===== config.mk =====
export PLATFORM = sky130hd
export DESIGN_NAME = rpec_label
export DESIGN_NICKNAME = d
export VERILOG_FILES = /design/src/rpec_pkg.sv /design/src/rpec_label.sv
export SDC_FILE = /design/constraint.sdc
export NUM_CORES = 1
export LEC_CHECK = 0
export BUFFER_PORTS_ARGS = -buffer_cell sky130_fd_sc_hd__buf_2
export CAP_MARGIN = 20
export CORE_MARGIN = 2
export CORE_UTILIZATION = 45
export CTS_BUF_LIST = sky130_fd_sc_hd__clkbuf_4
export CTS_CLUSTER_DIAMETER = 60
export DETAILED_ROUTE_END_ITERATION = 10
export PLACE_DENSITY = 0.73
export REMOVE_ABC_BUFFERS = 1
export SLEW_MARGIN = 25
export SYNTH_ARGS = -nofsm -noshare
export SYNTH_HDL_FRONTEND = slang
export SYNTH_SLANG_ARGS = --single-unit

===== constraint.sdc =====
create_clock -name clock -period 2.6 [get_ports clock]
set_input_delay 0.52 -clock clock [delete_from_list [all_inputs] [get_ports clock]]
set_output_delay 0.52 -clock clock [all_outputs]
set_load 0.005 [all_outputs]

===== src/rpec_pkg.sv =====
// Shared types, codes and constants of the read pair exon classifier.
package rpec_pkg;

   // Default sizing of the exon tables and coordinates
   localparam int RPEC_MAX_EXONS   = 64;
   localparam int RPEC_COORD_WIDTH = 32;

   // Fixed field widths
   localparam int COUNT_W = 7;
   localparam int SLOT_W  = 6;
   localparam int XCOORD_W = 32;
   localparam int NUM_W   = 8;
   localparam int TYPE_W  = 4;

   // Item kinds and table codes
   localparam logic ACT_LOAD     = 1'b0;
   localparam logic ACT_CLASSIFY = 1'b1;
   localparam logic TBL_A        = 1'b0;
   localparam logic TBL_B        = 1'b1;

   // Configuration register indexes
   localparam logic CSR_EXON_COUNT_A = 1'b0;
   localparam logic CSR_EXON_COUNT_B = 1'b1;

   // Pair types, dense in priority order
   typedef enum logic [TYPE_W-1:0] {
      PT_EE   = 4'd0,
      PT_EI   = 4'd1,
      PT_EJ   = 4'd2,
      PT_IE   = 4'd3,
      PT_II   = 4'd4,
      PT_IJ   = 4'd5,
      PT_JJ   = 4'd6,
      PT_JE   = 4'd7,
      PT_JI   = 4'd8,
      PT_NONE = 4'd9
   } pair_kind_type;

   // Sequencer states
   typedef enum logic [1:0] {
      ST_IDLE,
      ST_SCAN_A,
      ST_SCAN_B,
      ST_FINISH
   } rpec_state_type;

   // Per-cycle control from the sequencer to the label units
   typedef struct packed {
      logic clear;
      logic hit_a;
      logic hit_b;
   } rpec_step_type;

   // First hits found for one read block
   typedef struct packed {
      logic             ex_found;
      logic [NUM_W-1:0] ex_num;
      logic             in_found;
      logic [NUM_W-1:0] in_num;
      logic             jn_found;
      logic [NUM_W-1:0] jn_num;
   } rpec_label_type;

endpackage


===== src/rpec_label.sv =====
// Label unit: tracks first exon, intron and junction hit of one read block.
module rpec_label #(
   parameter int MAX_EXONS   = rpec_pkg::RPEC_MAX_EXONS,
   parameter int COORD_WIDTH = rpec_pkg::RPEC_COORD_WIDTH,
   localparam int IW = $clog2(MAX_EXONS)
) (
   input  logic                     clock,
   input  logic                     reset,
   input  logic                     clear,
   input  logic                     hit,
   input  logic [IW-1:0]            idx,
   input  logic [COORD_WIDTH-1:0]   xs,
   input  logic [COORD_WIDTH-1:0]   xe,
   input  logic [COORD_WIDTH-1:0]   blk_s,
   input  logic [COORD_WIDTH-1:0]   blk_e,
   output rpec_pkg::rpec_label_type label
);
   import rpec_pkg::*;

   rpec_label_type           label_ff, label_in;
   logic [COORD_WIDTH-1:0]   prev_end_ff, prev_end_in;
   logic                     ex_hit, in_hit, js_hit, je_hit;

   // Compares of the block against the current and previous exon
   assign ex_hit = (blk_s >= xs) && (blk_e <= xe);
   assign in_hit = (idx != '0) && (blk_s > prev_end_ff) && (blk_e < xs);
   assign js_hit = (blk_s <= xs) && (blk_e >= xs);
   assign je_hit = (blk_s <= xe) && (blk_e >= xe);

   // Keep the first hit of each kind
   always_comb begin
      label_in    = label_ff;
      prev_end_in = prev_end_ff;
      if (clear) begin
         label_in = '0;
      end else if (hit) begin
         prev_end_in = xe;
         if (!label_ff.ex_found && ex_hit) begin
            label_in.ex_found = 1'b1;
            label_in.ex_num   = NUM_W'({1'b0, idx} + (IW+1)'(1));
         end
         if (!label_ff.in_found && in_hit) begin
            label_in.in_found = 1'b1;
            label_in.in_num   = NUM_W'(idx);
         end
         if (!label_ff.jn_found) begin
            priority if (js_hit) begin
               label_in.jn_found = 1'b1;
               label_in.jn_num   = NUM_W'({idx, 1'b1});
            end else if (je_hit) begin
               label_in.jn_found = 1'b1;
               label_in.jn_num   = NUM_W'({1'b0, idx, 1'b0} + (IW+2)'(2));
            end else begin
               // no boundary of this exon inside the block
               label_in.jn_found = 1'b0;
            end
         end
      end
   end

   always_ff @(posedge clock) begin
      if (reset) begin
         label_ff <= '0;
      end else begin
         label_ff <= label_in;
      end
   end

   always_ff @(posedge clock) begin
      prev_end_ff <= prev_end_in;
   end

   assign label = label_ff;

endmodule


==> out/results.ini <==
[status]
status = complete, no violations

[clocking]
numCtsBuffers = 5
postCtsHoldBufs = 0
cts.path.max_buffers = 2
root_buffer = clkbuf_4
path_clk_slew_ns = 0.20
clock-sinks = 56
insertion_delay_ns = 0.46
cts.htree.levels = 2
cts_tree = done

[global_routing]
grt_pass1_vias = 5893
grt-ovfl-total = 0
grt_usage_pct = 24.5
grt_max_degree = 33
antenna_found_initial = 1
grt_first_pass_wirelength_mm = 27.6

[job]
maxCapViolations = 0

[pwr]
power_leakage_nw = 4.27
peakVddDrop_mv = 0.257
power_density_nw_per_um2 = 328

[timing]
tightest_slew_ns = 0.534
maxSlewViolCount = 0
finalCriticalPeriod_ns = 2.58
skew_ns = 0.0314
fin_crit_sh_pct = 99.1
fmax_ghz = 0.388
slew_headroom_pct = 64.1
finalHoldViolations = 0
finalSetupViolCount = 0
rsz0062_at_grt = true
fin_setup_tns_ns = 0

[die]
chipWidth_um = 119
initial_utilization_pct = 45.5
num_rows = 42
die_y_um = 119
ios = 165
coreArea_um2 = 13100
die_area_um2 = 14200

[finish]
fillerInstances = 1195
area_growth_pct = 33.4
seq_area_um2 = 1440
mostFrequentLayoutCells = ha_1, buf_2, buf_4, inv_1, a21oi_1
drive_above_1_share_pct = 31.9
multi_input_area_um2 = 4150
finalNetCount = 1246
final_area_um2 = 7950

[setup_path]
crit_chain = buf_2, inv_1, buf_4, ha_1, a21oi_1, o21ai_1, a221oi_2, buf_4, a31oi_1, o22a_1, or2_4, and3_1, o31a_1
crit_path_top_delay_cell = a221oi_2
worst_setup_path_end_kind = register
path_max_fanout = 6
worstSetupPathType = in2reg
crit_arrival_ns = 2.92
start_kind = primary input
required_ns = 2.94
timing.critical_path.mode_cell = buf_4
cp_num_buf_inv = 4
cp_top_family = compound AO/OA/AOI/OAI gates
cpPeakStageDelay_ns = 0.34

[logic_synthesis]
synth_top_area_share_pct = 34.0
synthTopCellsByArea = ha_1, edfxtp_1, dfxtp_1, inv_1, a21oi_1
syn_area_per_cell_um2 = 8.78
synth_flop_cell = edfxtp_1
async_reset_ff_share_pct = 0
synth_cells = 678
synth_edf_count = 32
synth_area_um2 = 5960
synth.lib_cells_used.distinct = 58
synth_top_area_cell = ha_1
yosys_warnings = 0
synth_seq_cells = 56
ys_seq_area_share_pct = 24.2

[placement]
gp_congestion = 0.857
place_area_um2 = 7740
dp_hpwl_mm = 14.6
io_buffer_count = 161

[detailed_routing]
drtPass1Iterations = 5
routed_wl_mm = 17.3
vias = 6016
ant_nets = 0
drtIter0Drc = 300
vias_per_cell = 5.35
drc_errors = 0
routedWlPerCell_um = 15.4

[worst_hold_path]
hold_class = in2reg

## Yosys cell counts, types with 9 or more instances
library cell and n:
nor4_1 9, edfxtp_1 32, nand4_1 34, ha_1 162, nor2_1 22, inv_1 100
a21o_1 23, nand3_1 29, a21oi_1 63, o21ai_0 25, nand2_1 45, nor3_1 11
dfxtp_1 24
## logic make-up after synthesis
group / synth area share, %
simple gates: 16.0
xor+xnor: 0.588
flops: 24.2
buf+inv: 7.60
fa+ha+maj: 34.0
other cells: 0.0630
compound gates: 17.5
## sequential cells by signal, summed over array words and instances, names as in the netlist
register	cells
label	24
prev_end_ff	32
## final cells by class
cell class / instances / share of cell area (%)
repair buffers: 272 / 21.0
diodes: 1 / 0.0315
multi-input cells: 511 / 52.3
clock inverters: 2 / 0.488
well taps: 176 / 2.77
flip-flops and latches: 56 / 18.1
inverters: 100 / 4.72
clock buffers: 6 / 0.567
## metal layers
layer | global-route usage (%) | part of all wire [%] | vias up | wire, um
met5 | 0 | 0 | - | 0
met4 | 7.14 | 1.8 | 0 | 316
met3 | 3.88 | 5.2 | 22 | 895
met2 | 43.2 | 49 | 196 | 8410
met1 | 30.7 | 44 | 2770 | 7690
li1 | - | - | 3028 | -
## worst reg2reg max path: stages (launching register included)
cell	delay (ns)
edfxtp_1	0.40
inv_1	0.06
ha_1	0.23
a21o_1	0.16
a21o_1	0.18
a21oi_1	0.22
o21ai_0	0.13
o31ai_1	0.22
a21oi_1	0.10
buf_4	0.18
nand3_1	0.09
o21ai_0	0.08
## worst paths after layout
kind                   startpoint  cells past startpoint  slack [ns]              end
setup reg to reg  prev_end_ff[13]                     11        0.42        label[11]
hold / removal             xe[14]                      1        0.24  prev_end_ff[14]
hold reg to reg          label[9]                      2        0.47         label[9]
setup / recovery            xe[5]                     13        0.02         label[1]
## report_power, final
group / switching [W] / internal (W)
clock network: 0.000334 / 0.000217
logic: 0.000547 / 0.000509
registers: 0.0000159 / 0.000985
total: 0.000896 / 0.00171
## through the flow
step	util, %	worst slack [ns]	hold slack [ns]	power [W]	cells
6_report	60.7	0.0227	0.235	0.00261	1124
5_1_grt	60.7	-0.0386	0.215	0.00280	1124
4_1_cts	59.9	0.0246	0.219	0.00259	1120
3_5_place_dp	59.2	-0.536	0.453	0.00203	1112
3_3_place_gp	59.2	-0.486	0.448	0.00200	1112
2_1_floorplan	-	-0.219	0.452	0.00154	667
## repair_timing
item,in CTS,in global routing
gates resized for setup,1,15
buffers inserted,0,2
setup endpoints to repair,1,13
cloned,0,1
pin swaps,0,7
Power figures use the tool's default switching activity.
