`config.mk`:
```
export PLATFORM = sky130hd
export DESIGN_NAME = rpec_seq
export DESIGN_NICKNAME = d
export VERILOG_FILES = /design/src/rpec_pkg.sv /design/src/rpec_seq.sv
export SDC_FILE = /design/constraint.sdc
export NUM_CORES = 1
export LEC_CHECK = 0
export BUFFER_PORTS_ARGS = -buffer_cell sky130_fd_sc_hd__buf_2
export CAP_MARGIN = 20
export CELL_PAD_IN_SITES_DETAIL_PLACEMENT = 1
export CELL_PAD_IN_SITES_GLOBAL_PLACEMENT = 1
export CORE_AREA = 5 5 68 58
export DETAILED_ROUTE_END_ITERATION = 12
export DIE_AREA = 0 0 73 63
export PLACE_DENSITY_LB_ADDON = 0.1
export RECOVER_POWER = 100
export SETUP_SLACK_MARGIN = 0.1
export SYNTH_ARGS = -nofsm -noshare
export SYNTH_HDL_FRONTEND = slang
export SYNTH_SLANG_ARGS = --single-unit
```
`constraint.sdc`:
```
create_clock -name clock -period 3.3 [get_ports clock]
set_input_delay 0.165 -clock clock [delete_from_list [all_inputs] [get_ports clock]]
set_output_delay 0.165 -clock clock [all_outputs]
set_load 0.01 [all_outputs]
```
`src/rpec_pkg.sv`:
```
// Shared types, codes and constants of the read pair exon classifier.
package rpec_pkg;

   // Default sizing of the exon tables and coordinates
   localparam int RPEC_MAX_EXONS   = 64;
   localparam int RPEC_COORD_WIDTH = 32;

   // Fixed field widths
   localparam int COUNT_W = 7;
   localparam int SLOT_W  = 6;
   localparam int XCOORD_W = 32;
   localparam int NUM_W   = 8;
   localparam int TYPE_W  = 4;

   // Item kinds and table codes
   localparam logic ACT_LOAD     = 1'b0;
   localparam logic ACT_CLASSIFY = 1'b1;
   localparam logic TBL_A        = 1'b0;
   localparam logic TBL_B        = 1'b1;

   // Configuration register indexes
   localparam logic CSR_EXON_COUNT_A = 1'b0;
   localparam logic CSR_EXON_COUNT_B = 1'b1;

   // Pair types, dense in priority order
   typedef enum logic [TYPE_W-1:0] {
      PT_EE   = 4'd0,
      PT_EI   = 4'd1,
      PT_EJ   = 4'd2,
      PT_IE   = 4'd3,
      PT_II   = 4'd4,
      PT_IJ   = 4'd5,
      PT_JJ   = 4'd6,
      PT_JE   = 4'd7,
      PT_JI   = 4'd8,
      PT_NONE = 4'd9
   } pair_kind_type;

   // Sequencer states
   typedef enum logic [1:0] {
      ST_IDLE,
      ST_SCAN_A,
      ST_SCAN_B,
      ST_FINISH
   } rpec_state_type;

   // Per-cycle control from the sequencer to the label units
   typedef struct packed {
      logic clear;
      logic hit_a;
      logic hit_b;
   } rpec_step_type;

   // First hits found for one read block
   typedef struct packed {
      logic             ex_found;
      logic [NUM_W-1:0] ex_num;
      logic             in_found;
      logic [NUM_W-1:0] in_num;
      logic             jn_found;
      logic [NUM_W-1:0] jn_num;
   } rpec_label_type;

endpackage

```
`src/rpec_seq.sv`:
```
// Sequencer: walks table A then table B through the RAM read port.
module rpec_seq #(
   parameter int MAX_EXONS = rpec_pkg::RPEC_MAX_EXONS,
   localparam int IW = $clog2(MAX_EXONS),
   localparam int CW = $clog2(MAX_EXONS + 1),
   localparam int AW = $clog2(2 * MAX_EXONS)
) (
   input  logic                    clock,
   input  logic                    reset,
   input  logic                    start,
   input  logic                    out_free,
   input  logic [CW-1:0]           count_a,
   input  logic [CW-1:0]           count_b,
   output logic                    idle,
   output logic                    rd_en,
   output logic [AW-1:0]           rd_addr,
   output logic [IW-1:0]           hit_idx,
   output logic                    load_rsp,
   output rpec_pkg::rpec_step_type step
);
   import rpec_pkg::*;

   rpec_state_type state_ff, state_in;
   logic [CW-1:0]  issue_ff, issue_in;
   logic           tag_valid_ff, tag_valid_in;
   logic [IW-1:0]  tag_idx_ff;
   logic           scan_done;
   logic           more_a, more_b;

   assign more_a    = issue_ff < count_a;
   assign more_b    = issue_ff < count_b;
   assign scan_done = ((state_ff == ST_SCAN_A) && !more_a && !tag_valid_ff) ||
                      ((state_ff == ST_SCAN_B) && !more_b && !tag_valid_ff);

   // Next state
   always_comb begin
      state_in = state_ff;
      unique case (state_ff)
         ST_IDLE:   if (start) begin
            state_in = ST_SCAN_A;
         end
         ST_SCAN_A: if (scan_done) begin
            state_in = ST_SCAN_B;
         end
         ST_SCAN_B: if (scan_done) begin
            state_in = ST_FINISH;
         end
         ST_FINISH: if (out_free) begin
            state_in = ST_IDLE;
         end
         default:   state_in = ST_IDLE;
      endcase
   end

   // Outputs
   always_comb begin
      idle     = 1'b0;
      rd_en    = 1'b0;
      rd_addr  = AW'(issue_ff[IW-1:0]);
      load_rsp = 1'b0;
      unique case (state_ff)
         ST_IDLE:   idle = 1'b1;
         ST_SCAN_A: rd_en = more_a;
         ST_SCAN_B: begin
            rd_en   = more_b;
            rd_addr = AW'(MAX_EXONS) + AW'(issue_ff[IW-1:0]);
         end
         ST_FINISH: load_rsp = out_free;
         default:   idle = 1'b0;
      endcase
   end

   // Read issue counter and the tag of the entry in flight
   always_comb begin
      priority if (scan_done) begin
         issue_in = '0;
      end else if (rd_en) begin
         issue_in = issue_ff + CW'(1);
      end else begin
         issue_in = issue_ff;
      end
      tag_valid_in = rd_en;
   end

   always_ff @(posedge clock) begin
      if (reset) begin
         state_ff     <= ST_IDLE;
         issue_ff     <= '0;
         tag_valid_ff <= 1'b0;
      end else begin
         state_ff     <= state_in;
         issue_ff     <= issue_in;
         tag_valid_ff <= tag_valid_in;
      end
   end

   always_ff @(posedge clock) begin
      tag_idx_ff <= issue_ff[IW-1:0];
   end

   assign hit_idx    = tag_idx_ff;
   assign step.clear = start;
   assign step.hit_a = tag_valid_ff && (state_ff == ST_SCAN_A);
   assign step.hit_b = tag_valid_ff && (state_ff == ST_SCAN_B);

`ifndef SYNTHESIS
   // A read is only in flight during a table walk
   assert property (@(posedge clock) disable iff (reset)
      tag_valid_ff |-> (state_ff == ST_SCAN_A) || (state_ff == ST_SCAN_B))
      else $error("rpec_seq: read data outside a table walk");
   // A walk never leaves a table before its last entry came back
   assert property (@(posedge clock) disable iff (reset)
      scan_done |-> !rd_en && !tag_valid_ff)
      else $error("rpec_seq: walk ended with a read pending");
   // Issue count stays within the table
   assert property (@(posedge clock) disable iff (reset)
      rd_en |-> (issue_ff < CW'(MAX_EXONS)))
      else $error("rpec_seq: read beyond table");
`endif

endmodule

```
==> metrics.md <==
| Metric | Value |
|---|---|
| Setup TNS Final | 0 ps |
| Seq cells post-synth | 16 |
| Number of buffers and inverters on the critical path | 0 |
| R2R Path Start | issue_ff[2] |
| Detailed placement HPWL | 2.13 mm |
| Compound-Gate Fraction of Synth Area | 0.189 |
| Max FO, Critical Path | 8 |
| LEAKAGE | between 0.6 and 0.7 nW |
| CP startpoint kind | flip-flop |
| H-tree Lvls | 1 |
| Fmax achieved | 395 MHz |
| Setup Skew | approximately 2.3 ps |
| Most frequent cells in the layout | inv_1, buf_2, clkbuf_1, ha_1, dfxtp_1 |
| Worst Path Arrival | 2710 ps |
| Critical-path cell list | ha_1 -> a21oi_1 -> o21ai_0 -> a2111o_1 -> a21bo_1 -> or4_1 -> a21oi_1 |
| Mean Syn Cell Area | just under 9 sq um |
| Drt pass-1 iters | 4 |
| Area post-placement | 1230 sq um |
| Bufs on Longest Clock Path | 2 |
| Rel. slew slack | 0.661 |
| Crit path max-delay family | compound AO/OA/AOI/OAI gates |
| Die X | 73 um |
| Worst R2R Setup Slack | 770 ps |
| Xor and xnor area share after synthesis | 0.0328 |
| Vias in the first global route | 964 |
| Routed len/inst | approximately 13 um |
| Share of post-route cells with drive strength above 1 | 0.163 |
| Fin crit share | 0.767 |
| Synthesis warning total | 0 |
| Reg2reg end | issue_ff[5] |
| Min-delay worst type | input pin to flip-flop |
| Clk root buf | clkbuf_8 |
| Leading cell type in the layout, fill and taps excluded | inv_1 |
| PwrDens | between 500 and 600 nW/um^2 |
| Ys async rst share | 0 |
| Num CTS Buffers | 3 |
| DIE HEIGHT | around 63 um |
| Placer Congestion | 0.708 |
| Worst-Margin Slew | 507 ps |
| Clk slew on worst S/H paths | approximately 70 ps |
| Post-synth top flop | dfxtp_1 |
| Hold_sp | reset |
| GRT Overall Usage | 0.118 |
| Final Cell Area | ~1300 sq um |
| Max-cap violation count | 0 |
| EDFF count, synth | 0 |
| Final Hold Fails | 0 |
| Largest family of logic cells by synthesized area | adder cells |
| Vias/cell | roughly 4.8 |
| CTS sink cnt | 16 |
| Status | finished clean |
| Hold Path End | tag_valid_ff |
| Port Buffers | 36 |
| Mux contribution to synthesized area | 0.00937 |
| # nets final | 189 |
| Clk Latency, worst-skew pair | 250 ps |
| Minimum clock period | 2530 ps |
| Number of gates resized after cts | 0 |
| Worst Reg-to-Reg Cells | 7 |
| Most used cell, CP | a21oi_1 |
| Hold buffer count at cts | 0 |
| DRT Wirelength | around 2.5 mm |
| GR Overflow Total | 0 |
| DRT iter0 DRCs | 8 |
| Worst setup EP type | flip-flop |
| Crit path largest cell delay | roughly 530 ps |
| DR vias | 937 |
| DRC errors left | 0 |
| Antenna-violating nets left | 0 |
| Initial Util | 0.330 |
| CTS tree | built |
| DIE AREA | between 4000 and 5000 sq um |
| Area growth syn-to-layout | 18.5% |
| FP Rows | 19 |
| Final Max Tran Viols | 0 |
| Crit-path slowest cell | or4_1 |
| Core area | 3230 sq um |
| Final setup viols | 0 |
| # Post-CTS Setup Buffers | 0 |
| Post-synthesis simple-gate area fraction | 0.137 |
| RSZ-0062 raised after global routing | no |
| Syn Nets | roughly 160 |
| Post-Synth Adder-Cell Area | 0.199 |
| Netlist Area Pre-Place | about 1100 sq um |
| Hold path depth | 2 |
| Crit path kind | flip-flop to flip-flop |
| VDD IR max | roughly 0.26 mV |
| Register area share after synthesis | 0.300 |
| Post-layout util | 0.392 |
| Pin count of the biggest net entering global routing | 10 |
| Placed instance count | between 150 and 200 |
| I/O pin cnt | 37 |
| Cell Count, Final, Fillers Out | between 150 and 200 |
| First-pass GRT wire length | between 4 and 5 mm |
| Post-Synthesis Cells | about 120 |
| Required time worst endpoint | around 3500 ps |
| Post-synth cell types | 38 |
| Initial antenna violation count | 0 |
| Antenna cells | 0 |
==> flip-flops by register name (all words and copies together) (netlist names) <==
name,cells
state_ff,2
hit_idx,6
issue_ff,7
tag_valid_ff,1
==> per-layer routing <==
metal | track usage | up-vias | part of all wire
met3 | 0.0418 | 2 | 0.052
li1 | - | 477 | -
met2 | 0.189 | 14 | 0.49
met5 | 0 | - | 0
met4 | 0.0276 | 0 | 0.0071
met1 | 0.150 | 444 | 0.45
==> through the flow <==
step | hold WS, ps | power, mW | setup slack [ps]
after floorplan | 237 | 0.412 | 979
after global placement | 413 | 0.471 | 826
after detailed placement | 411 | 0.481 | 762
after CTS | 142 | 0.658 | 739
after global routing | 151 | 0.692 | 608
final | 154 | 0.639 | 769
==> power breakdown <==
group	total [mW]	switching (mW)	internal, mW
clock	0.173	0.0676	0.106
combinational	0.226	0.137	0.0881
sequential	0.240	0.0233	0.216
total	0.639	0.228	0.410
==> cell usage after synthesis (3+ instances only) <==
cell type / number / share of area
and2_1: 3 / 0.018
dfxtp_1: 16 / 0.30
nand2_1: 3 / 0.011
buf_4: 7 / 0.049
o31ai_1: 3 / 0.021
nor2_1: 9 / 0.032
ha_1: 17 / 0.20
a21oi_1: 5 / 0.023
inv_1: 20 / 0.070
nand3_1: 3 / 0.014
xnor2_1: 3 / 0.025
==> worst register-to-register path, delay by kind of cell (launching register included) <==
family	cells	cell delay [ps]
flip-flops	1	470
adder cells (fa/ha/maj)	1	300
AO/OA/AOI/OAI	5	1160
AND/OR/NAND/NOR	1	530
==> how the worst max path moves through the flow <==
stage | endpoint | cells after the start | slack [ps] | from
3_3_place_gp | issue_ff[5] | 7 | 830 | issue_ff[2]
4_1_cts | issue_ff[5] | 7 | 740 | issue_ff[2]
3_5_place_dp | issue_ff[5] | 7 | 760 | issue_ff[2]
5_1_grt | issue_ff[5] | 7 | 610 | issue_ff[2]
2_1_floorplan | issue_ff[5] | 7 | 980 | issue_ff[5]
6_report | issue_ff[5] | 7 | 770 | issue_ff[2]
==> kinds of logic after synthesis <==
group	after synthesis
flops	16
fa+ha+maj	17
xor+xnor	4
buf+inv	29
compound gates	27
simple gates	28
mux	1
==> final cells by class <==
cell class / count / area [sq um]
Inverter: 20 / 75.1
Timing Repair Buffer: 36 / 158
Multi-Input combinational cell: 77 / 606
Tap cell: 42 / 52.6
Sequential cell: 16 / 320
Fill cell: 407 / 1970
Clock buffer: 4 / 55.1
Note: power is estimated with default switching activity, not from simulation.
